<file path="config.mk">
export PLATFORM = sky130hd
export DESIGN_NAME = twao_mul
export DESIGN_NICKNAME = d
export VERILOG_FILES = /design/src/hw/rtl/twao_mul.sv
export SDC_FILE = /design/constraint.sdc
export NUM_CORES = 2
export LEC_CHECK = 0
export BUFFER_PORTS_ARGS = -buffer_cell sky130_fd_sc_hd__clkbuf_2
export CAP_MARGIN = 30
export CORE_ASPECT_RATIO = 2
export CORE_MARGIN = 4
export CORE_UTILIZATION = 45
export DETAILED_ROUTE_END_ITERATION = 8
export SLEW_MARGIN = 20
export SYNTH_ARGS = -nofsm -noshare
export SYNTH_HDL_FRONTEND = slang
export SYNTH_SLANG_ARGS = --single-unit
</file>
<file path="constraint.sdc">
create_clock -name clk -period 17.3 [get_ports clk]
set_input_delay 0.865 -clock clk [delete_from_list [all_inputs] [get_ports clk]]
set_output_delay 0.865 -clock clk [all_outputs]
set_load 0.005 [all_outputs]
</file>
<file path="src/hw/rtl/twao_mul.sv">
// Shared signed 33x33 multiplier with a registered product.
// Depends on nothing.
module twao_mul
(
    input  logic               clk,
    input  logic signed [32:0] a,
    input  logic signed [32:0] b,
    output logic signed [63:0] p
);
    logic signed [65:0] full;
    logic signed [63:0] p_reg;

    assign full = a * b;
    assign p    = p_reg;

    always_ff @(posedge clk)
    begin
        p_reg <= full[63:0];
    end
endmodule

</file>
* Word-level counts from Yosys, hierarchy flattened
Cells that the tools add are included.
** Word-level totals
- Bits in registers :: 64
- Logic and storage cells :: 2
** Cells by class
- $mul :: 1
** Operator list (count)
- 33-bit by 33-bit multiplier with 64-bit output :: 1

* Depth between registers and ports, before layout
- Depth in word-level cells :: 1
- Depth in mapped cells :: 28
- Gate-level depth less buffers :: 26

* Worst setup path before layout
No wires, ideal clock.
- Kind :: input -> register
- Start point :: input a[32]
- End point :: register p_reg[63], in the netlist p[63]
- Setup time :: 0.072 ns
- Data arrival time :: 8.057 ns
- Data required time :: 17.228 ns
- Path slack :: 9.171 ns
- Stages :: 24
- Path buffers :: 1
- Path through :: clkbuf_1 nand2_1 inv_1 fa_1 fa_1 fa_1 inv_1 fa_1 inv_1 fa_1 fa_1 fa_1 inv_1 fa_1 inv_1 ha_1 a21o_1 a21o_1 a21oi_1 nand2_1 o31ai_1 o211ai_1 a21oi_1 xnor2_1
** Between the ends
- Longest elaborated chain between the ends :: 1
** RTL lines
- from (decl) :: RTL line 6 : input logic signed [32:0] a,
- 33-bit by 33-bit multiplier with 64-bit output :: RTL line 13 : assign full = a * b;
- net full[63] :: RTL line 10 : logic signed [65:0] full;
- to (signal assigned) :: RTL line 18 : p_reg <= full[63:0];
- to (decl) :: RTL line 11 : logic signed [63:0] p_reg;
The timed path passes the listed nets, and every way through them passes these cells.

* Worst setup path after layout
- Start point :: input b[0]
- End point :: register p_reg[60], in the netlist p[60]
** Between the ends
- Longest elaborated chain between the ends :: 1
** RTL lines
- from (decl) :: RTL line 7 : input logic signed [32:0] b,
- 33-bit by 33-bit multiplier with 64-bit output :: RTL line 13
- net full[60] :: RTL line 10
The timed path passes the listed nets, and every way through them passes these cells.

==> impl_metrics.xml <==
<?xml version="1.0" encoding="UTF-8"?>
<metrics>
  <group name="global_routing">
    <metric name="global_route.usage.met1" unit="%">23.9</metric>
    <metric name="grt_first_pass_wirelength" unit="µm">188000</metric>
    <metric name="grt.overflow.total" unit="">0</metric>
    <metric name="antenna_found_initial" unit="">5</metric>
    <metric name="grt_start_max_net_pins" unit="">35</metric>
    <metric name="globalRouteMet2Util" unit="%">53.8</metric>
    <metric name="global_route.usage.met3" unit="%">2.20</metric>
    <metric name="grt-busiest-layer" unit="">met2</metric>
    <metric name="first_global_vias" unit="">32200</metric>
    <metric name="globalRouteTotalUtil" unit="%">27.5</metric>
  </group>
  <group name="cts">
    <metric name="cts_repair_resize_count" unit="">0</metric>
    <metric name="ctsRootBufferMaster" unit="">sky130_fd_sc_hd__clkbuf_16</metric>
    <metric name="post-cts-setup-buffer-count" unit="">0</metric>
    <metric name="tritoncts.num_buffers" unit="">9</metric>
    <metric name="cts.clk_slew.worst_paths" unit="ns">0.06</metric>
    <metric name="ctsHoldBuffers" unit="">0</metric>
    <metric name="cts_buffer_depth" unit="">2</metric>
    <metric name="numClockSinks" unit="">64</metric>
    <metric name="tritoncts" unit="">yes</metric>
    <metric name="deepest_level_of_the_cts_h_tree" unit="">3</metric>
  </group>
  <group name="run_status">
    <metric name="result_of_the_run" unit="">finished clean</metric>
  </group>
  <group name="sta">
    <metric name="finalHoldViolations" unit="">0</metric>
    <metric name="max_slew.worst_pin.slew" unit="ns">1.03</metric>
    <metric name="fin_crit_sh" unit="%">52.1</metric>
    <metric name="slew_viol_final" unit="">0</metric>
    <metric name="fin_tns_setup" unit="ns">0</metric>
    <metric name="maxClockFrequency" unit="MHz">111</metric>
    <metric name="grt_setup_unrepaired" unit="">no</metric>
    <metric name="period_needed" unit="ns">9.01</metric>
    <metric name="relative_max_transition_margin" unit="%">31.6</metric>
    <metric name="count_of_final_setup_violators" unit="">0</metric>
  </group>
  <group name="yosys">
    <metric name="postSynth.topFlopCell" unit="">sky130_fd_sc_hd__dfxtp_1</metric>
    <metric name="synth_sequential_area_ratio" unit="%">3.24</metric>
    <metric name="synth_fp_nets" unit="">5611</metric>
    <metric name="synth_edf_count" unit="">0</metric>
    <metric name="top_cells_by_area_in_the_synthesized_netlist" unit="">sky130_fd_sc_hd__fa_1 (57%), sky130_fd_sc_hd__inv_1 (10%), sky130_fd_sc_hd__and2_1 (8.7%)</metric>
    <metric name="async_flop_share" unit="%">0</metric>
    <metric name="synth.largest_area_cell" unit="">sky130_fd_sc_hd__fa_1</metric>
    <metric name="synth.ff_latch_count" unit="">64</metric>
    <metric name="synth_area" unit="mm²">0.0395</metric>
    <metric name="synth_cell_types" unit="">57</metric>
    <metric name="post_synth.cell_area_avg" unit="µm²">9.40</metric>
    <metric name="post_synth_inst_count" unit="">4207</metric>
    <metric name="yosys.area.top_type_share" unit="%">57.0</metric>
    <metric name="synth_warnings" unit="">0</metric>
  </group>
  <group name="layout">
    <metric name="share_of_cells_above_drive_strength_1" unit="%">4.40</metric>
    <metric name="layout_commonest_cell" unit="">sky130_fd_sc_hd__fa_1</metric>
    <metric name="area_delta_synth_final" unit="%">4.52</metric>
    <metric name="sequential_cell_area" unit="mm²">0.00128</metric>
    <metric name="final_design_area_excluding_fillers" unit="mm²">0.0413</metric>
    <metric name="final_nets" unit="">5559</metric>
    <metric name="final_cell_mix" unit="">sky130_fd_sc_hd__fa_1 (1125), sky130_fd_sc_hd__inv_1 (1086), sky130_fd_sc_hd__and2_1 (548)</metric>
    <metric name="fillerInstances" unit="">8353</metric>
    <metric name="multiInputGateArea" unit="mm²">0.0334</metric>
    <metric name="largest_reg_flops" unit="">64</metric>
  </group>
  <group name="worst_setup_path">
    <metric name="critPathMaxFanout" unit="">33</metric>
    <metric name="worst_setup_path_start_kind" unit="">primary input</metric>
    <metric name="timing.critical_path.to_type" unit="">register</metric>
    <metric name="arrival" unit="ns">9.29</metric>
    <metric name="worst_ep_required_time" unit="ns">17.58</metric>
    <metric name="category_of_the_most_critical_setup_path" unit="">primary input to register</metric>
  </group>
  <group name="worst_hold_path">
    <metric name="timing.hold.worst.class" unit="">primary input to register</metric>
  </group>
  <group name="floorplan">
    <metric name="placeableCoreArea" unit="mm²">0.0871</metric>
    <metric name="die_w" unit="µm">218</metric>
    <metric name="fp.dieH" unit="µm">427</metric>
    <metric name="initial_cell_density_of_the_core" unit="%">45.4</metric>
    <metric name="boundaryPins" unit="">131</metric>
    <metric name="row_count" unit="">153</metric>
    <metric name="design.die.area" unit="mm²">0.0930</metric>
  </group>
  <group name="detailed_routing">
    <metric name="final_antenna_net_count" unit="">0</metric>
    <metric name="avgRoutedWirePerCell" unit="µm">23.1</metric>
    <metric name="post_drt_via_cell_ratio" unit="">5.28</metric>
    <metric name="firstDrtPassIters" unit="">6</metric>
    <metric name="remaining_drc_errors" unit="">0</metric>
    <metric name="route.vias.total" unit="">28100</metric>
    <metric name="drt_iter0_markers" unit="">1300</metric>
    <metric name="drt-total-wl" unit="µm">123000</metric>
  </group>
  <group name="flow_run">
    <metric name="cap_viol_max_count" unit="">0</metric>
  </group>
  <group name="placed_design">
    <metric name="place_area" unit="mm²">0.0410</metric>
    <metric name="portBuffers" unit="">130</metric>
    <metric name="globalplace.congestion" unit="">0.910</metric>
    <metric name="total_half_perimeter_wirelength_after_legalization_and_detailed_placement" unit="µm">103000</metric>
  </group>
</metrics>
-- per-layer routing --
metal | routed length, µm | up-vias
li1 | - | 11800
met1 | 33500 | 15000
met2 | 71200 | 838
met3 | 3340 | 447
met4 | 15200 | 0
met5 | 0 | -
-- synth_stat cells, types with 2 or more instances --
library cell and n:
sky130_fd_sc_hd__a221oi_1 2, sky130_fd_sc_hd__nor2b_1 32, sky130_fd_sc_hd__o21a_1 18, sky130_fd_sc_hd__o21bai_1 7, sky130_fd_sc_hd__o21ai_1 6, sky130_fd_sc_hd__clkbuf_1 222, sky130_fd_sc_hd__o31ai_1 4, sky130_fd_sc_hd__inv_1 1086
sky130_fd_sc_hd__dfxtp_1 64, sky130_fd_sc_hd__or4_1 2, sky130_fd_sc_hd__xor2_1 21, sky130_fd_sc_hd__o31a_1 2, sky130_fd_sc_hd__a21oi_1 69, sky130_fd_sc_hd__and4_1 4, sky130_fd_sc_hd__nand2_1 547, sky130_fd_sc_hd__a21o_1 18
sky130_fd_sc_hd__fa_1 1125, sky130_fd_sc_hd__and2_1 548, sky130_fd_sc_hd__nor2_1 18, sky130_fd_sc_hd__a21boi_0 3, sky130_fd_sc_hd__a211o_1 2, sky130_fd_sc_hd__nand4_1 12, sky130_fd_sc_hd__xnor2_1 55, sky130_fd_sc_hd__or3_1 4
sky130_fd_sc_hd__nand3_1 18, sky130_fd_sc_hd__a31oi_1 6, sky130_fd_sc_hd__o2111ai_1 2, sky130_fd_sc_hd__o311a_1 2, sky130_fd_sc_hd__ha_1 212, sky130_fd_sc_hd__nor4_1 4, sky130_fd_sc_hd__nand2b_1 9, sky130_fd_sc_hd__and3_1 6
sky130_fd_sc_hd__o21ai_0 29, sky130_fd_sc_hd__a211oi_1 8, sky130_fd_sc_hd__nor3_1 11, sky130_fd_sc_hd__o2bb2ai_1 2, sky130_fd_sc_hd__o211ai_1 7
-- metrics by stage --
stage / worst slack, ns / hold slack [ns] / util, % / std cells
floorplan: 9.17 / 0.992 / - / 4207
global placement: 8.09 / 1.24 / 47.1 / 5306
detailed placement: 8.00 / 1.24 / 47.1 / 5306
CTS: 8.34 / 1.07 / 47.4 / 5322
global route: 7.79 / 1.10 / 47.4 / 5323
finish: 8.29 / 1.08 / 47.5 / 5328
-- cell type report --
type                            instances  share of cell area (%)
Multi-Input combinational cell       2835                    80.7
Inverter                             1086                    9.86
Tap cell                             1162                    3.52
Sequential cell                        64                    3.10
Timing Repair Buffer                  159                    2.10
Clock buffer                           10                   0.578
Clock inverter                          6                   0.109
Antenna cell                            6                  0.0363
-- critical path, cell delays in order --
cell	delay, ns
sky130_fd_sc_hd__clkbuf_2	0.57
sky130_fd_sc_hd__nand2_1	0.20
sky130_fd_sc_hd__inv_1	0.18
sky130_fd_sc_hd__fa_1	0.50
sky130_fd_sc_hd__fa_1	0.56
sky130_fd_sc_hd__fa_1	0.89
sky130_fd_sc_hd__inv_1	0.23
sky130_fd_sc_hd__fa_1	0.80
sky130_fd_sc_hd__inv_1	0.33
sky130_fd_sc_hd__fa_1	0.55
sky130_fd_sc_hd__fa_1	0.48
sky130_fd_sc_hd__fa_1	0.53
sky130_fd_sc_hd__inv_1	0.06
sky130_fd_sc_hd__fa_1	0.48
sky130_fd_sc_hd__inv_1	0.05
sky130_fd_sc_hd__ha_1	0.40
sky130_fd_sc_hd__nand3_1	0.17
sky130_fd_sc_hd__nor4_1	0.47
sky130_fd_sc_hd__nand3_1	0.13
sky130_fd_sc_hd__o211ai_1	0.30
sky130_fd_sc_hd__a211o_1	0.28
sky130_fd_sc_hd__nand4_1	0.14
sky130_fd_sc_hd__o311ai_2	0.08
-- cell families after synthesis --
kind of cell | after synthesis | synth area share, %
compound gates | 200 | 3.25
xor+xnor | 76 | 1.68
fa+ha+maj | 1337 | 63.7
buf+inv | 1308 | 12.4
flops | 64 | 3.24
mux | 1 | 0.0253
simple gates | 1221 | 15.7
-- path summary, 6_finish.rpt --
path / start / end / slack, ns / cells past startpoint
max: b[0] / p[60] / 8.29 / 23
min: a[0] / p[0] / 1.08 / 3
Power is left out: the tool's default activity adds up to more than one toggle a clock period on the data nets, which glitch-free logic cannot reach.
