## src/hw/rtl/twao_pkg.sv

```systemverilog
// Shared types, constants and helper functions for the three-wheel arc odometry core.
// Depends on nothing; the divider, the CORDIC and the top level import it.
package twao_pkg;

    localparam int unsigned STEP_W   = 5;
    localparam int unsigned MAX_STEPS = 30;
    localparam int unsigned RED_TOP  = 23;

    localparam logic signed [32:0] ARC_K       = 33'sd585635;
    localparam logic signed [63:0] ARC_LIM     = 64'sh0000_0800_0000_0000;
    localparam logic signed [63:0] SAT_HEAD    = 64'sh0000_0100_0000_0000;
    localparam logic signed [63:0] PI_Q30      = 64'sd3373259426;
    localparam logic signed [63:0] HALF_PI_Q30 = 64'sd1686629713;
    localparam logic        [63:0] TWO_PI_Q30  = 64'd6746518852;
    localparam logic signed [33:0] GAIN_Q30    = 34'sd652032874;

    localparam logic [2:0] REG_RADIUS  = 3'd0;
    localparam logic [2:0] REG_LEFT    = 3'd1;
    localparam logic [2:0] REG_RIGHT   = 3'd2;
    localparam logic [2:0] REG_BACK    = 3'd3;
    localparam logic [2:0] REG_HEADING = 3'd4;

    typedef struct packed {
        logic busy;
        logic done;
    } unit_status_t;

    typedef enum logic [2:0] {
        CS_IDLE,
        CS_RED,
        CS_FIX,
        CS_ROT,
        CS_OUT
    } cordic_state_t;

    typedef enum logic [4:0] {
        S_IDLE,
        S_ARC_MUL,
        S_ARC_CLAMP,
        S_ARC_LO,
        S_ARC_HI,
        S_ARC_SUM,
        S_TRAVEL,
        S_HEAD_DIV,
        S_HEAD_WAIT,
        S_HEAD_SET,
        S_DELTA,
        S_CHORD_GO,
        S_CHORD_WAIT,
        S_BX_MUL,
        S_BX_OFF,
        S_BX_TERM,
        S_BX_WAIT,
        S_RY_MUL,
        S_RY_OFF,
        S_RY_TERM,
        S_RY_WAIT,
        S_ROT_GO,
        S_ROT_WAIT,
        S_ROT_XA,
        S_ROT_XB,
        S_ROT_XS,
        S_ROT_YA,
        S_ROT_YS,
        S_OUT
    } seq_state_t;

    function automatic logic signed [31:0] sat32(input logic signed [63:0] v);
        logic signed [31:0] r;
        if (v > 64'sd2147483647)
            r = 32'sh7fff_ffff;
        else if (v < -64'sd2147483648)
            r = 32'sh8000_0000;
        else
            r = v[31:0];
        return r;
    endfunction

    function automatic logic signed [33:0] atan_q30(input logic [STEP_W-1:0] i);
        logic signed [33:0] r;
        case (i)
            5'd0:  r = 34'sd843314857;
            5'd1:  r = 34'sd497837829;
            5'd2:  r = 34'sd263043837;
            5'd3:  r = 34'sd133525159;
            5'd4:  r = 34'sd67021687;
            5'd5:  r = 34'sd33543516;
            5'd6:  r = 34'sd16775851;
            5'd7:  r = 34'sd8388437;
            5'd8:  r = 34'sd4194283;
            5'd9:  r = 34'sd2097149;
            5'd10: r = 34'sd1048576;
            5'd11: r = 34'sd524288;
            5'd12: r = 34'sd262144;
            5'd13: r = 34'sd131072;
            5'd14: r = 34'sd65536;
            5'd15: r = 34'sd32768;
            5'd16: r = 34'sd16384;
            5'd17: r = 34'sd8192;
            5'd18: r = 34'sd4096;
            5'd19: r = 34'sd2048;
            5'd20: r = 34'sd1024;
            5'd21: r = 34'sd512;
            5'd22: r = 34'sd256;
            5'd23: r = 34'sd128;
            5'd24: r = 34'sd64;
            5'd25: r = 34'sd32;
            5'd26: r = 34'sd16;
            5'd27: r = 34'sd8;
            5'd28: r = 34'sd4;
            5'd29: r = 34'sd2;
            default: r = 34'sd0;
        endcase
        return r;
    endfunction

endpackage

```

## src/hw/rtl/twao_div.sv

```systemverilog
// Signed 64-bit restoring divider, one quotient bit per cycle, truncates toward zero.
// Depends on twao_pkg.
module twao_div
(
    input  logic                   clk,
    input  logic                   rst_n,
    input  logic                   start,
    input  logic signed [63:0]     dividend,
    input  logic signed [63:0]     divisor,
    output logic signed [63:0]     quot,
    output twao_pkg::unit_status_t status
);
    import twao_pkg::*;

    logic [6:0]  cnt_reg;
    logic        busy_reg;
    logic        done_reg;
    logic        neg_reg;
    logic [63:0] d_reg;
    logic [63:0] n_reg;
    logic [63:0] rem_reg;
    logic [64:0] trial;
    logic        fits;

    assign trial = {rem_reg, n_reg[63]};
    assign fits  = trial >= {1'b0, d_reg};
    assign quot  = neg_reg ? -$signed(n_reg) : $signed(n_reg);
    assign status.busy = busy_reg;
    assign status.done = done_reg;

    always_ff @(posedge clk or negedge rst_n)
    begin
        if (!rst_n)
        begin
            cnt_reg  <= '0;
            busy_reg <= 1'b0;
            done_reg <= 1'b0;
        end
        else if (start)
        begin
            cnt_reg  <= 7'd64;
            busy_reg <= 1'b1;
            done_reg <= 1'b0;
        end
        else if (busy_reg)
        begin
            cnt_reg <= cnt_reg - 7'd1;
            if (cnt_reg == 7'd1)
            begin
                busy_reg <= 1'b0;
                done_reg <= 1'b1;
            end
        end
        else
        begin
            done_reg <= 1'b0;
        end
    end

    always_ff @(posedge clk)
    begin
        if (start)
        begin
            d_reg   <= divisor[63] ? 64'(-divisor) : 64'(divisor);
            n_reg   <= dividend[63] ? 64'(-dividend) : 64'(dividend);
            rem_reg <= '0;
            neg_reg <= dividend[63] ^ divisor[63];
        end
        else if (busy_reg)
        begin
            rem_reg <= fits ? 64'(trial - {1'b0, d_reg}) : trial[63:0];
            n_reg   <= {n_reg[62:0], fits};
        end
    end
endmodule

```

## config.mk

```make
export PLATFORM = sky130hd
export DESIGN_NAME = twao_div
export DESIGN_NICKNAME = d
export VERILOG_FILES = /design/src/hw/rtl/twao_pkg.sv /design/src/hw/rtl/twao_div.sv
export SDC_FILE = /design/constraint.sdc
export NUM_CORES = 1
export LEC_CHECK = 0
export ABC_AREA = 0
export BUFFER_PORTS_ARGS = -buffer_cell sky130_fd_sc_hd__clkbuf_2
export CORE_ASPECT_RATIO = 0.9
export CORE_MARGIN = 2
export CORE_UTILIZATION = 58
export CTS_CLUSTER_DIAMETER = 80
export DETAILED_ROUTE_END_ITERATION = 16
export PLACE_DENSITY = 0.8
export SETUP_SLACK_MARGIN = 0.05
export SYNTH_ARGS = -nofsm -noshare
export SYNTH_HDL_FRONTEND = slang
export SYNTH_SLANG_ARGS = --single-unit
```

## constraint.sdc

```tcl
create_clock -name clk -period 8.1 [get_ports clk]
set_input_delay 1.62 -clock clk [delete_from_list [all_inputs] [get_ports clk]]
set_output_delay 1.62 -clock clk [all_outputs]
set_load 0.005 [all_outputs]
```

# == Word level (Yosys, flattened, before mapping) ==
# Index checks and enable logic that the tools add are counted.
# totals
out_inout_bits,66
elab_cells,32
reg_bits,202
# classes
bitwise_logic,1
n_eq_ne,2
mux,14
n_reduce_logical,1
add_sub_neg,5
n_lt_le_gt_ge,1
# op_table
cell,n
two-way mux 64 bit,5
negation 64 bit,3
greater-or-equal comparator 65 x 64 -> 1 bit,1
subtractor 64 bit,1
two-way mux 63 bit,1
two-way mux 7 bit,2
"== test 7 x 1 -> 1 bit, second input constant",1
"subtractor 7 x 1 -> 7 bit, second input constant",1
two-way mux 1 bit,6
"inequality test 3 x 2 -> 1 bit, second input constant",1
nonzero test 2 bit,1
bitwise XOR 1 bit,1

# == Depth between registers and ports, before layout ==
# depth
depth_word,4
depth_mapped,15
ltp_nobuf,13

# == Least setup slack after synthesis ==
# OpenSTA, ideal clock, no wires.
# synth_path
path_kind,input to register
from,in divisor[13]
to,"reg d_reg[54], data pin"
slack_ns,2.416
cell_stages,10
setup_time_ns,0.260
path_buffers,0
t_arrival_ns,5.424
cell_sequence,or4_4 or4b_4 or4_4 or4_4 or3_1 or4_4 or4_1 or3_4 o31ai_2 xnor2_1
# synth_between
elab_chain_cells,2
# synth_rtl
item,line,text
start: declaration,twao_div.sv:9,"input logic signed [63:0] divisor,"
negation 64 bit,twao_div.sv:64,d_reg <= divisor[63] ? 64'(-divisor) : 64'(divisor);
two-way mux 63 bit,twao_div.sv:64,
end signal: assignment,twao_div.sv:64,
end: declaration,twao_div.sv:19,logic [63:0] d_reg;
# No other way between the ends.
# A chain may end at the register's enable or synchronous reset.

# == Final worst setup path ==
# layout_path
from,reg n_reg[10]
to,out quot[61]
# layout_between
elab_chain_cells,2
# layout_rtl
item,line,text
start: declaration,twao_div.sv:20,logic [63:0] n_reg;
start signal: assignment,twao_div.sv:65,n_reg <= dividend[63] ? 64'(-dividend) : 64'(dividend);
start signal: assignment,twao_div.sv:72,"n_reg <= {n_reg[62:0], fits};"
negation 64 bit,twao_div.sv:27,assign quot = neg_reg ? -$signed(n_reg) : $signed(n_reg);
two-way mux 64 bit,twao_div.sv:27,
end: declaration,twao_div.sv:10,"output logic signed [63:0] quot,"
# No other way between the ends.

==> results.json <==
{
  "hold_buffers": 0,
  "start_kind": "flop",
  "tightest_slew_ns": 1.28,
  "wl_per_cell_um": 18.1,
  "first_pass_iters": 5,
  "num_vias": 14827,
  "fillerInstances": 2283,
  "finalNonFillerCells": 2405,
  "crit_arrival_ns": 5.17,
  "cts_root_buf": "clkbuf_16",
  "irDropWorstVdd_uv": 149,
  "cts_tree": "built",
  "fin_skew_ns": 0.0121,
  "layout_min_cycle_time_ns": 6.79,
  "drt_iter0_drc": 1398,
  "hp-class": "reg2reg",
  "syn_to_final_growth_pct": 12.5,
  "grt_setup_unrepaired": "false",
  "leakage_nw": 7.14,
  "track_usage": 0.299,
  "die_y_um": 161,
  "grt_max_degree": 99,
  "final_hold_viol_count": 0,
  "drive_gt1_frac": 0.140,
  "synthesis.nets": 2094,
  "fmax_ghz": 0.147,
  "hpwl_um": 32100,
  "synthFlopType": "edfxtp_1",
  "dp_cells": 2362,
  "fin_nets": 2234,
  "finish.utilization": 0.660,
  "postCtsSetupBuffers": 0,
  "power_mw": 5.13,
  "cts_buffers": 23,
  "drc": 0,
  "cts_sinks": 202,
  "cp_max_fo": 5,
  "vias_per_cell": 6.17,
  "yosys_warnings": 0,
  "clk_latency_ns": 0.53,
  "synthesis.area_sq_um": 15800,
  "avgSynthCellArea_sq_um": 8.34,
  "path_class": "reg2out",
  "status": "complete, no violations",
  "num_rows": 57,
  "grt_antenna_before_repair": 2,
  "layout_commonest_cell": "nand2_1",
  "die_area_sq_um": 28600,
  "period_share": 0.838,
  "clk_path_buf_depth": 3,
  "crit_path_end_kind": "output pin",
  "slew_violations": 0,
  "grt_overflow": 0,
  "place_area_sq_um": 17000,
  "seq_area_frac_synth": 0.341,
  "async_reset_ff_frac": 0.0446,
  "cts_resized": 0,
  "synth_edf_count": 129,
  "gp_congestion": 0.978,
  "finalWirelength_um": 43400,
  "p_per_area_nw_per_um2": 289,
  "ant_nets": 0,
  "synth.distinct_cells": 74,
  "cts.clk_slew.worst_paths_ns": 0.07,
  "finalSetupViolations": 0,
  "postLayoutCellArea_sq_um": 17800,
  "most-common-layout-cells": "nand2_1 (213), clkbuf_2 (195), a21oi_1 (167)",
  "grt_pass1_vias": 13516,
  "start_util": 0.587,
  "h-tree-depth": 1,
  "io_pins": 197,
  "max_cap_viol_count": 0,
  "slew-limit-headroom": 0.144,
  "grt_pass1_wl_um": 69300,
  "die_x_um": 178,
  "netlist_instances": 1893,
  "yosys_register_bits": 202,
  "fin_setup_tns_ns": 0,
  "core_area_sq_um": 26900,
  "required_ns": 6.48,
  "portBuffers": 196
}
[critical path, stage by stage (launching register included)]
cell and delay (ns):
edfxtp_1 0.44, or4_1 0.61, nor4_1 0.57, nand4_1 0.40, or3_1 0.50, or2_2 0.34
or3_1 0.36, or4_1 0.46, or3_1 0.41, o31ai_1 0.28, xnor2_1 0.15, clkbuf_2 0.13
[cell usage after synthesis, types with 6 or more instances]
library cell | number | share of area
a211oi_1 | 15 | 0.0071
a21boi_0 | 6 | 0.0029
a21o_1 | 26 | 0.012
a21oi_1 | 167 | 0.053
a311oi_1 | 36 | 0.020
and2_1 | 16 | 0.0063
buf_1 | 6 | 0.0014
clkbuf_1 | 84 | 0.020
dfrtp_1 | 9 | 0.014
dfxtp_1 | 64 | 0.081
edfxtp_1 | 129 | 0.25
ha_1 | 69 | 0.055
inv_1 | 98 | 0.023
mux2i_1 | 12 | 0.0076
nand2_1 | 214 | 0.051
nand2b_1 | 16 | 0.0063
nand3_1 | 33 | 0.010
nand4_1 | 29 | 0.011
nor2_1 | 168 | 0.040
nor2b_1 | 11 | 0.0044
nor3_1 | 27 | 0.0086
nor4_1 | 16 | 0.0063
o211ai_1 | 8 | 0.0038
o21a_1 | 11 | 0.0052
o21ai_0 | 115 | 0.036
o21bai_1 | 16 | 0.0076
o31ai_1 | 62 | 0.029
o41ai_1 | 21 | 0.012
or2_2 | 13 | 0.0052
or3_1 | 36 | 0.014
or4_1 | 32 | 0.015
xnor2_1 | 148 | 0.082
xor2_1 | 92 | 0.051
[layer usage]
metal / vias to the layer above / global-route usage / share of wire
met5: - / 0 / 0
li1: 7178 / - / -
met2: 653 / 0.448 / 0.43
met3: 70 / 0.0549 / 0.092
met4: 0 / 0.0700 / 0.021
met1: 6926 / 0.446 / 0.46
[kinds of logic after synthesis]
family,after synthesis,synth area share
buf+inv,192,0.0465
xor+xnor,240,0.133
compound gates,537,0.219
mux,15,0.00975
fa+ha+maj,70,0.0560
flops,202,0.341
simple gates,637,0.194
[report_power, final]
group	switching (mW)	leakage (nW)	internal [mW]	total, mW
Sequential	0.214	1.92	1.37	1.58
Clock	0.440	0.389	0.652	1.09
Combinational	1.47	4.83	0.987	2.46
Total	2.13	7.14	3.00	5.13
[final timing paths]
kind / start / end / slack [ns] / cells past startpoint
worst max-delay path: n_reg[10]$_DFFE_PP_ / quot[61] / 1.31 / 11
max in group asynchronous: rst_n / busy_reg$_DFF_PN0_ / 6.96 / 1
min in group asynchronous: rst_n / cnt_reg[5]$_DFFE_PN0P_ / 0.93 / 1
worst min register to register: rem_reg[2]$_SDFFE_PP0P_ / rem_reg[2]$_SDFFE_PP0P_ / 0.49 / 2
worst min-delay path: rem_reg[2]$_SDFFE_PP0P_ / rem_reg[2]$_SDFFE_PP0P_ / 0.49 / 2
worst max register to register: d_reg[8]$_DFFE_PP_ / rem_reg[58]$_SDFFE_PP0P_ / 3.44 / 12
[metrics by stage]
step,setup slack (ns),hold WS (ns)
finish,1.31,0.492
global route,0.966,0.508
CTS,1.37,0.494
detailed placement,1.91,0.486
global placement,2.01,0.468
floorplan,2.42,0.450
[cell type report]
| cell class | instances | area (sq um) | share of cell area |
|---|---|---|---|
| multi-input combinational | 1499 | 9680 | 0.545 |
| inverter | 98 | 368 | 0.0207 |
| antenna | 1 | 2.50 | 0.000141 |
| tap | 354 | 443 | 0.0249 |
| clock inverter | 12 | 154 | 0.00867 |
| clock buffer | 30 | 633 | 0.0357 |
| sequential | 202 | 5380 | 0.303 |
| timing repair buffer | 209 | 1090 | 0.0612 |
(Power assumes the default switching activity.)
