<file path="src/hw/rtl/twao_pkg.sv">
// Shared types, constants and helper functions for the three-wheel arc odometry core.
// Depends on nothing; the divider, the CORDIC and the top level import it.
package twao_pkg;

    localparam int unsigned STEP_W   = 5;
    localparam int unsigned MAX_STEPS = 30;
    localparam int unsigned RED_TOP  = 23;

    localparam logic signed [32:0] ARC_K       = 33'sd585635;
    localparam logic signed [63:0] ARC_LIM     = 64'sh0000_0800_0000_0000;
    localparam logic signed [63:0] SAT_HEAD    = 64'sh0000_0100_0000_0000;
    localparam logic signed [63:0] PI_Q30      = 64'sd3373259426;
    localparam logic signed [63:0] HALF_PI_Q30 = 64'sd1686629713;
    localparam logic        [63:0] TWO_PI_Q30  = 64'd6746518852;
    localparam logic signed [33:0] GAIN_Q30    = 34'sd652032874;

    localparam logic [2:0] REG_RADIUS  = 3'd0;
    localparam logic [2:0] REG_LEFT    = 3'd1;
    localparam logic [2:0] REG_RIGHT   = 3'd2;
    localparam logic [2:0] REG_BACK    = 3'd3;
    localparam logic [2:0] REG_HEADING = 3'd4;

    typedef struct packed {
        logic busy;
        logic done;
    } unit_status_t;

    typedef enum logic [2:0] {
        CS_IDLE,
        CS_RED,
        CS_FIX,
        CS_ROT,
        CS_OUT
    } cordic_state_t;

    typedef enum logic [4:0] {
        S_IDLE,
        S_ARC_MUL,
        S_ARC_CLAMP,
        S_ARC_LO,
        S_ARC_HI,
        S_ARC_SUM,
        S_TRAVEL,
        S_HEAD_DIV,
        S_HEAD_WAIT,
        S_HEAD_SET,
        S_DELTA,
        S_CHORD_GO,
        S_CHORD_WAIT,
        S_BX_MUL,
        S_BX_OFF,
        S_BX_TERM,
        S_BX_WAIT,
        S_RY_MUL,
        S_RY_OFF,
        S_RY_TERM,
        S_RY_WAIT,
        S_ROT_GO,
        S_ROT_WAIT,
        S_ROT_XA,
        S_ROT_XB,
        S_ROT_XS,
        S_ROT_YA,
        S_ROT_YS,
        S_OUT
    } seq_state_t;

    function automatic logic signed [31:0] sat32(input logic signed [63:0] v);
        logic signed [31:0] r;
        if (v > 64'sd2147483647)
            r = 32'sh7fff_ffff;
        else if (v < -64'sd2147483648)
            r = 32'sh8000_0000;
        else
            r = v[31:0];
        return r;
    endfunction

    function automatic logic signed [33:0] atan_q30(input logic [STEP_W-1:0] i);
        logic signed [33:0] r;
        case (i)
            5'd0:  r = 34'sd843314857;
            5'd1:  r = 34'sd497837829;
            5'd2:  r = 34'sd263043837;
            5'd3:  r = 34'sd133525159;
            5'd4:  r = 34'sd67021687;
            5'd5:  r = 34'sd33543516;
            5'd6:  r = 34'sd16775851;
            5'd7:  r = 34'sd8388437;
            5'd8:  r = 34'sd4194283;
            5'd9:  r = 34'sd2097149;
            5'd10: r = 34'sd1048576;
            5'd11: r = 34'sd524288;
            5'd12: r = 34'sd262144;
            5'd13: r = 34'sd131072;
            5'd14: r = 34'sd65536;
            5'd15: r = 34'sd32768;
            5'd16: r = 34'sd16384;
            5'd17: r = 34'sd8192;
            5'd18: r = 34'sd4096;
            5'd19: r = 34'sd2048;
            5'd20: r = 34'sd1024;
            5'd21: r = 34'sd512;
            5'd22: r = 34'sd256;
            5'd23: r = 34'sd128;
            5'd24: r = 34'sd64;
            5'd25: r = 34'sd32;
            5'd26: r = 34'sd16;
            5'd27: r = 34'sd8;
            5'd28: r = 34'sd4;
            5'd29: r = 34'sd2;
            default: r = 34'sd0;
        endcase
        return r;
    endfunction

endpackage

</file>
<file path="src/hw/rtl/twao_cordic.sv">
// Iterative rotation-mode CORDIC in Q2.30 with modulo-2pi angle reduction.
// Depends on twao_pkg.
module twao_cordic
#(
    parameter int STEPS = 16
)
(
    input  logic                   clk,
    input  logic                   rst_n,
    input  logic                   start,
    input  logic signed [63:0]     angle,
    output logic signed [31:0]     cos_q,
    output logic signed [31:0]     sin_q,
    output twao_pkg::unit_status_t status
);
    import twao_pkg::*;

    localparam int NSTEP = (STEPS < MAX_STEPS) ? STEPS : MAX_STEPS;

    cordic_state_t      st_reg;
    cordic_state_t      st_next;
    logic               done_reg;
    logic [STEP_W-1:0]  k_reg;
    logic [STEP_W-1:0]  i_reg;
    logic [63:0]        mag_reg;
    logic               sgn_reg;
    logic               flip_reg;
    logic signed [33:0] r_reg;
    logic signed [33:0] x_reg;
    logic signed [33:0] y_reg;
    logic signed [31:0] cos_reg;
    logic signed [31:0] sin_reg;
    logic [63:0]        twopi_k;
    logic signed [63:0] r0;
    logic signed [63:0] r1;
    logic signed [63:0] r2;
    logic               flip;
    logic signed [33:0] xs;
    logic signed [33:0] ys;

    assign cos_q       = cos_reg;
    assign sin_q       = sin_reg;
    assign status.busy = (st_reg != CS_IDLE);
    assign status.done = done_reg;
    assign twopi_k     = TWO_PI_Q30 << k_reg;
    assign xs          = x_reg >>> i_reg;
    assign ys          = y_reg >>> i_reg;

    always_comb
    begin
        r0 = sgn_reg ? -$signed(mag_reg) : $signed(mag_reg);
        r1 = r0;
        if (r0 > PI_Q30)
            r1 = r0 - $signed(TWO_PI_Q30);
        else if (r0 < -PI_Q30)
            r1 = r0 + $signed(TWO_PI_Q30);
        r2   = r1;
        flip = 1'b0;
        if (r1 > HALF_PI_Q30)
        begin
            r2   = r1 - PI_Q30;
            flip = 1'b1;
        end
        else if (r1 < -HALF_PI_Q30)
        begin
            r2   = r1 + PI_Q30;
            flip = 1'b1;
        end
    end

    always_comb
    begin
        st_next = st_reg;
        case (st_reg)
            CS_IDLE: if (start) st_next = CS_RED;
            CS_RED:  if (k_reg == '0) st_next = CS_FIX;
            CS_FIX:  st_next = CS_ROT;
            CS_ROT:  if (i_reg == STEP_W'(NSTEP - 1)) st_next = CS_OUT;
            CS_OUT:  st_next = CS_IDLE;
            default: st_next = CS_IDLE;
        endcase
    end

    always_ff @(posedge clk or negedge rst_n)
    begin
        if (!rst_n)
        begin
            st_reg   <= CS_IDLE;
            done_reg <= 1'b0;
        end
        else
        begin
            st_reg   <= st_next;
            done_reg <= (st_reg == CS_OUT);
        end
    end

    always_ff @(posedge clk)
    begin
        case (st_reg)
            CS_IDLE:
            begin
                if (start)
                begin
                    sgn_reg <= angle[63];
                    mag_reg <= angle[63] ? 64'(-angle) : 64'(angle);
                    k_reg   <= STEP_W'(RED_TOP);
                end
            end
            CS_RED:
            begin
                if (mag_reg >= twopi_k)
                    mag_reg <= mag_reg - twopi_k;
                k_reg <= k_reg - 1'b1;
            end
            CS_FIX:
            begin
                r_reg    <= r2[33:0];
                flip_reg <= flip;
                x_reg    <= GAIN_Q30;
                y_reg    <= '0;
                i_reg    <= '0;
            end
            CS_ROT:
            begin
                if (r_reg >= 0)
                begin
                    x_reg <= x_reg - ys;
                    y_reg <= y_reg + xs;
                    r_reg <= r_reg - atan_q30(i_reg);
                end
                else
                begin
                    x_reg <= x_reg + ys;
                    y_reg <= y_reg - xs;
                    r_reg <= r_reg + atan_q30(i_reg);
                end
                i_reg <= i_reg + 1'b1;
            end
            CS_OUT:
            begin
                cos_reg <= flip_reg ? 32'(-x_reg) : x_reg[31:0];
                sin_reg <= flip_reg ? 32'(-y_reg) : y_reg[31:0];
            end
            default:
            begin
            end
        endcase
    end
endmodule

</file>
<file path="config.mk">
export PLATFORM = sky130hd
export DESIGN_NAME = twao_cordic
export DESIGN_NICKNAME = d
export VERILOG_FILES = /design/src/hw/rtl/twao_pkg.sv /design/src/hw/rtl/twao_cordic.sv
export SDC_FILE = /design/constraint.sdc
export NUM_CORES = 2
export LEC_CHECK = 0
export BUFFER_PORTS_ARGS = -buffer_cell sky130_fd_sc_hd__buf_4
export CELL_PAD_IN_SITES_DETAIL_PLACEMENT = 0
export CELL_PAD_IN_SITES_GLOBAL_PLACEMENT = 2
export CORE_MARGIN = 1
export CORE_UTILIZATION = 42
export DETAILED_ROUTE_END_ITERATION = 12
export PLACE_DENSITY = 0.84
export SLEW_MARGIN = 5
export SYNTH_ARGS = -nofsm -noshare
export SYNTH_HDL_FRONTEND = slang
export SYNTH_SLANG_ARGS = --single-unit
export TNS_END_PERCENT = 50
</file>
<file path="constraint.sdc">
create_clock -name clk -period 16.4 [get_ports clk]
set_clock_uncertainty 0.15 [all_clocks]
set_input_delay 0.82 -clock clk [delete_from_list [all_inputs] [get_ports clk]]
set_output_delay 0.82 -clock clk [all_outputs]
set_load 0.02 [all_outputs]
</file>
# Yosys cells after proc, flatten, opt, wreduce, memory -nomap -nowiden
# Memory sizes are Yosys's and may differ from the RTL's. A register that Yosys moved wholly into a read port is not among the register bits.
# Index checks and enable logic that the tools add are counted.
[op_classes] addsub=17 magnitude_cmp=6 n_eq_ne=9 muxes=31 shift=3 reduce_logical=9
[op_table] cell="two-way mux 64 bit" count=6
[op_table] cell="two-way mux 34 bit" count=9
[op_table] cell="case mux 34 bit (2 select lines)" count=3
[op_table] cell="negation 64 bit" count=2
[op_table] cell="case mux 64 bit (2 select lines)" count=1
[op_table] cell="adder 34 bit" count=3
[op_table] cell="subtractor 34 bit" count=3
[op_table] cell=">>> shifter 34 x 5 -> 34 bit" count=2
[op_table] cell="adder 64 x 34 -> 64 bit (second input constant)" count=1
[op_table] cell="greater-or-equal comparator 64 bit" count=1
[op_table] cell="> comparator 64 x 32 -> 1 bit (second input constant)" count=1
[op_table] cell="> comparator 64 x 33 -> 1 bit (second input constant)" count=1
[op_table] cell="less-than comparator 64 x 32 -> 1 bit (second input constant)" count=1
[op_table] cell="less-than comparator 64 x 33 -> 1 bit (second input constant)" count=1
[op_table] cell="two-way mux 32 bit" count=2
[op_table] cell="negation 32 bit" count=2
[op_table] cell="left shift 33 x 5 -> 64 bit (first input constant)" count=1
[op_table] cell="subtractor 64 x 34 -> 64 bit (second input constant)" count=1
[op_table] cell="subtractor 64 bit" count=1
[op_table] cell="adder 34 x 33 -> 34 bit (second input constant)" count=1
[op_table] cell="greater-or-equal comparator 34 x 1 -> 1 bit (second input constant)" count=1
[op_table] cell="subtractor 34 x 33 -> 34 bit (second input constant)" count=1
[op_table] cell="case mux 5 bit (2 select lines)" count=2
[op_table] cell="two-way mux 5 bit" count=3
[op_table] cell="other kinds (16)" count=25
[word_totals] mem_bits_ro=1920 ff_bits=246 memories=2
[memory_table] name="(no name shown)" depth=32 word_bits=30 rd=1 rd_clocked_by_memory_dff=1 write_ports=0 line="twao_pkg.sv:81" text="case (i)"
[memory_table] name="(no name shown)" depth=32 word_bits=30 rd=1 rd_clocked_by_memory_dff=1 write_ports=0 line="twao_pkg.sv:81"

# Logic depth before layout (Yosys ltp)
[depth] ltp_word=9 ltp_mapped=34

# Worst setup path before layout
# Ideal clock, no wire load.
[synth_path] path_type="register to register" start="register i_reg[0]" end="register y_reg[33], data pin" path_slack_ps=8512 arrival_ps=7472 required_ps=15984 stages_incl_launch_ff=32 n_path_buf=5 cell_sequence="edfxtp_1 clkbuf_1 buf_1 clkbuf_1 clkbuf_1 clkbuf_1 mux2i_1 mux4_2 a211oi_1 nor2_1 ha_1 nor2_1 a21oi_1 ha_1 a21o_1 a21oi_1 o21bai_1 a21o_1 a21oi_1 o21ai_0 a211oi_1 o31ai_1 o41ai_1 o211a_1 a21oi_1 a41o_1 o41ai_1 o21ai_0 a21o_1 a21oi_1 xnor2_1 nor2_1"
[synth_via] elab_chain_len=4 elab_cells_between_ends=5
[synth_lines] item="start, declared" line="twao_cordic.sv:24" text="logic [STEP_W-1:0] i_reg;"
[synth_lines] item="start signal, assigned" line="twao_cordic.sv:138" text="i_reg <= i_reg + 1'b1;"
[synth_lines] item=">>> shifter 34 x 5 -> 34 bit *" line="twao_cordic.sv:46" text="assign xs = x_reg >>> i_reg;"
[synth_lines] item="subtractor 34 bit or adder 34 bit (tied branches)" line="twao_cordic.sv:135, twao_cordic.sv:129"
[synth_lines] item="two-way mux 34 bit *" line="twao_cordic.sv:126" text="if (r_reg >= 0)"
[synth_lines] item="case mux 34 bit (2 select lines) *" line="twao_cordic.sv:100" text="case (st_reg)"
[synth_lines] item="end signal, assigned" line="twao_cordic.sv:129" text="y_reg <= y_reg + xs;"
[synth_lines] item="end signal, assigned" line="twao_cordic.sv:135" text="y_reg <= y_reg - xs;"
[synth_lines] item="end, declared" line="twao_cordic.sv:30" text="logic signed [33:0] y_reg;"
# Every way passes the cells marked *; elsewhere a longest branch is shown, timed or not.
# A chain may end at the register's enable or synchronous reset.

# Final worst setup path
[layout_path] start="register mag_reg[0]" end="register r_reg[5], data pin"
[layout_via] elab_chain_len=9 elab_cells_between_ends=15
[layout_lines] item="start, declared" line="twao_cordic.sv:25" text="logic [63:0] mag_reg;"
[layout_lines] item="start signal, assigned" line="twao_cordic.sv:106" text="mag_reg <= angle[63] ? 64'(-angle) : 64'(angle);"
[layout_lines] item="start signal, assigned" line="twao_cordic.sv:113" text="mag_reg <= mag_reg - twopi_k;"
[layout_lines] item="negation 64 bit" line="twao_cordic.sv:51" text="r0 = sgn_reg ? -$signed(mag_reg) : $signed(mag_reg);"
[layout_lines] item="two-way mux 64 bit *" line="twao_cordic.sv:51"
[layout_lines] item="adder 64 x 34 -> 64 bit or less-than comparator 64 x 33 -> 1 bit (tied branches)" line="twao_cordic.sv:56, twao_cordic.sv:55"
[layout_lines] item="two-way mux 64 bit" line="twao_cordic.sv:55" text="else if (r0 < -PI_Q30)"
[layout_lines] item="two-way mux 64 bit *" line="twao_cordic.sv:53" text="if (r0 > PI_Q30)"
[layout_lines] item="less-than comparator 64 x 32 -> 1 bit or adder 34 x 33 -> 34 bit (tied branches)" line="twao_cordic.sv:64, twao_cordic.sv:66"
[layout_lines] item="two-way mux 34 bit" line="twao_cordic.sv:64" text="else if (r1 < -HALF_PI_Q30)"
[layout_lines] item="two-way mux 34 bit *" line="twao_cordic.sv:59" text="if (r1 > HALF_PI_Q30)"
[layout_lines] item="case mux 34 bit (2 select lines) *" line="twao_cordic.sv:100"
[layout_lines] item="end signal, assigned" line="twao_cordic.sv:118" text="r_reg <= r2[33:0];"
[layout_lines] item="end signal, assigned" line="twao_cordic.sv:130" text="r_reg <= r_reg - atan_q30(i_reg);"
[layout_lines] item="end signal, assigned" line="twao_cordic.sv:136" text="r_reg <= r_reg + atan_q30(i_reg);"
[layout_lines] item="end, declared" line="twao_cordic.sv:28" text="logic signed [33:0] r_reg;"
# Marked as above.

==> reports/results.ini <==
[worst_setup_path]
cp_cell_sequence=inv_1 > ha_1 > nor4b_4 > nand4_2 > or3_1 > o31ai_1 > xor2_1 > or3_1 > nor4_1 > and4_4 > o32a_1 > xnor2_1 > a311o_1 > a2111oi_0 > o311ai_0 > a21boi_1 > o31a_1 > buf_4 > o21ai_0 > or3_1 > and3_1
cp-end-kind=flop
required_ps=16540
cp_max_fo=37
critPathArrivalTime_ps=9090
crit_slowest_cell=nor4b_4
cpMostUsedCell=or3_1
worstSetupPathType=flop to flop
worst_setup_path_start_kind=flop
cpPeakStageDelay_ps=700

[route]
drt.antenna.violating_nets=0
drt_iter0_drc=2934
dr.pass1.iters=6
via_per_inst=6.13
routed_wl_microns=117000
drc_errors=0
vias=32824
wl_per_cell_microns=21.8

[grt]
grt_pass1_wl_microns=180000
antenna_found_initial=1
grt_start_max_net_pins=76
grt_pass1_vias=30674
grt_use_total_pct=27.4
grt_overflow=0

[timing]
drv_slew=0
worst_pin_slew_ps=1010
rsz0062_at_grt=false
slew_headroom_pct=32.8
finalSetupTns_ps=0
min_period_ps=8960
finalCritPeriodShare_pct=54.6
setup_viol=0
fmax_mhz=112
final_hold_viol_count=0

[run_status]
status=finished clean

[floorplan]
die_h_microns=289
initial_core_util_pct=42.6
die_area_sq_um=83300
die_width_microns=289
io_pins=133
rows=104
core_area_sq_um=80900

[synth]
syn_inst=4306
yosys_warnings=0
synth-main-ff-cell=edfxtp_1
synth-async-reset-ratio_pct=1.45
syn_nets=4566
syn_area_per_cell_sq_um=8.01
synth_edf_count=242
ys_ff_latch=276
yosysSeqAreaShare_pct=23.1
synth_cell_types=122
syn_area_sq_um=34500

[cells_and_area]
syn2layout_area_growth_pct=8.17
multi_input_area_sq_um=25100
drive_above_1_share_pct=10.2
most-common-layout-cells=479 x nand2_1, 366 x nor2_1, 311 x o21ai_0
layout_commonest_cell=nand2_1
nets=4525
diodes=0
seqCellArea_sq_um=7970
fillerInstances=8240

[hold_path]
hold_class=flop to flop

[clock_network]
cts-root-buf=clkbuf_16
numCtsBuffers=36
clk_pin_slew_worst_paths_ps=60
cts_max_level=2
clock_latency_ps=560
clock_sinks=276
post-cts-setup-buffer-count=0
cts_tree=yes
clockBufferDepth=3

[place]
io_buffers=132
dp_hpwl_microns=88200
gp_congestion=0.961

[run]
maxCapViolCount=0

==> worst max-delay path, delay by kind of cell (launching register included) <==
| kind | cells | cell delay, ps |
|---|---|---|
| AO/OA/AOI/OAI | 8 | 2700 |
| AND/OR/NAND/NOR | 8 | 3920 |
| buffers and inverters | 2 | 540 |
| adder cells (fa/ha/maj) | 1 | 310 |
| XOR/XNOR | 2 | 440 |
| flip-flops | 1 | 580 |
==> timing repair <==
item | CTS | global route
hold buffers | 1 | 0
resized for setup | 0 | 0
endpoints found under the hold margin | 4 | 0
==> stage by stage <==
stage / worst slack [ps] / instances / hold WS, ps / utilization (%) / cell area, sq um
after detailed placement: 7640 / 5286 / 367 / 44.6 / 36100
final: 7440 / 5353 / 388 / 46.1 / 37300
after floorplan: 8510 / 4306 / 321 / - / 34500
after global placement: 7610 / 5286 / 363 / 44.6 / 36100
after CTS: 7560 / 5353 / 385 / 46.1 / 37300
after global routing: 6910 / 5353 / 414 / 46.1 / 37300
==> routing by layer <==
metal,GRT usage (%),vias to the layer above,part of all wire [%]
met3,2.50,186,4.9
met5,0,-,0.010
met4,8.18,2,3.2
met2,46.2,1004,47
met1,37.0,15637,45
li1,-,15995,-
==> layout make-up <==
class	instances	area share, %
sequential	276	21.3
tap	1060	3.55
multi-input combinational	3675	67.3
clock inverter	21	0.587
inverter	100	1.01
timing repair buffer	176	3.55
clock buffer	45	2.62
==> cell families after synthesis <==
group,synth area share [%]
and+or+nand+nor,24.2
AOI/OAI and AO/OA,23.7
muxes,5.22
buffers and inverters,4.23
adders and majority gates,7.06
DFF,23.1
xor gates and xnor gates,12.5
==> synthesized netlist by cell type (38+ instances only) <==
cell        n  area (sq um)
or2_2      45           282
or4_1      52           390
o31ai_1    85           638
xnor2_1   283          2480
and3_1     50           313
buf_2      38           190
clkbuf_1  171           642
nor4_1     42           263
o21a_1     55           413
xor2_1    188          1650
nor3_1    116           581
and2_1     41           257
o21ai_0   311          1560
a21oi_1   276          1380
nand3_1   132           661
nand2_1   481          1810
or3_1      78           488
a21o_1     49           368
nor2b_1    49           307
a31oi_1    56           350
mux4_2     48          1080
nand2b_1   65           407
edfxtp_1  242          7270
nand4_1    56           350
ha_1      190          2380
nor2_1    367          1380
mux2i_1    54           541
inv_1      95           357
==> path summary, 6_finish.rpt <==
check,endpoint,from,slack [ps],cells past startpoint
hold / removal,cos_q[0],x_reg[0],390,0
hold reg to reg,cos_q[0],x_reg[0],390,0
max in group asynchronous,st_reg[1],rst_n,15520,2
setup / recovery,r_reg[5],mag_reg[0],7440,21
setup reg to reg,r_reg[5],mag_reg[0],7440,21
min in group asynchronous,done_reg,rst_n,460,2
Power is not shown: default switching activity piles up to over one toggle a cycle in this logic, so the estimate is an artifact.
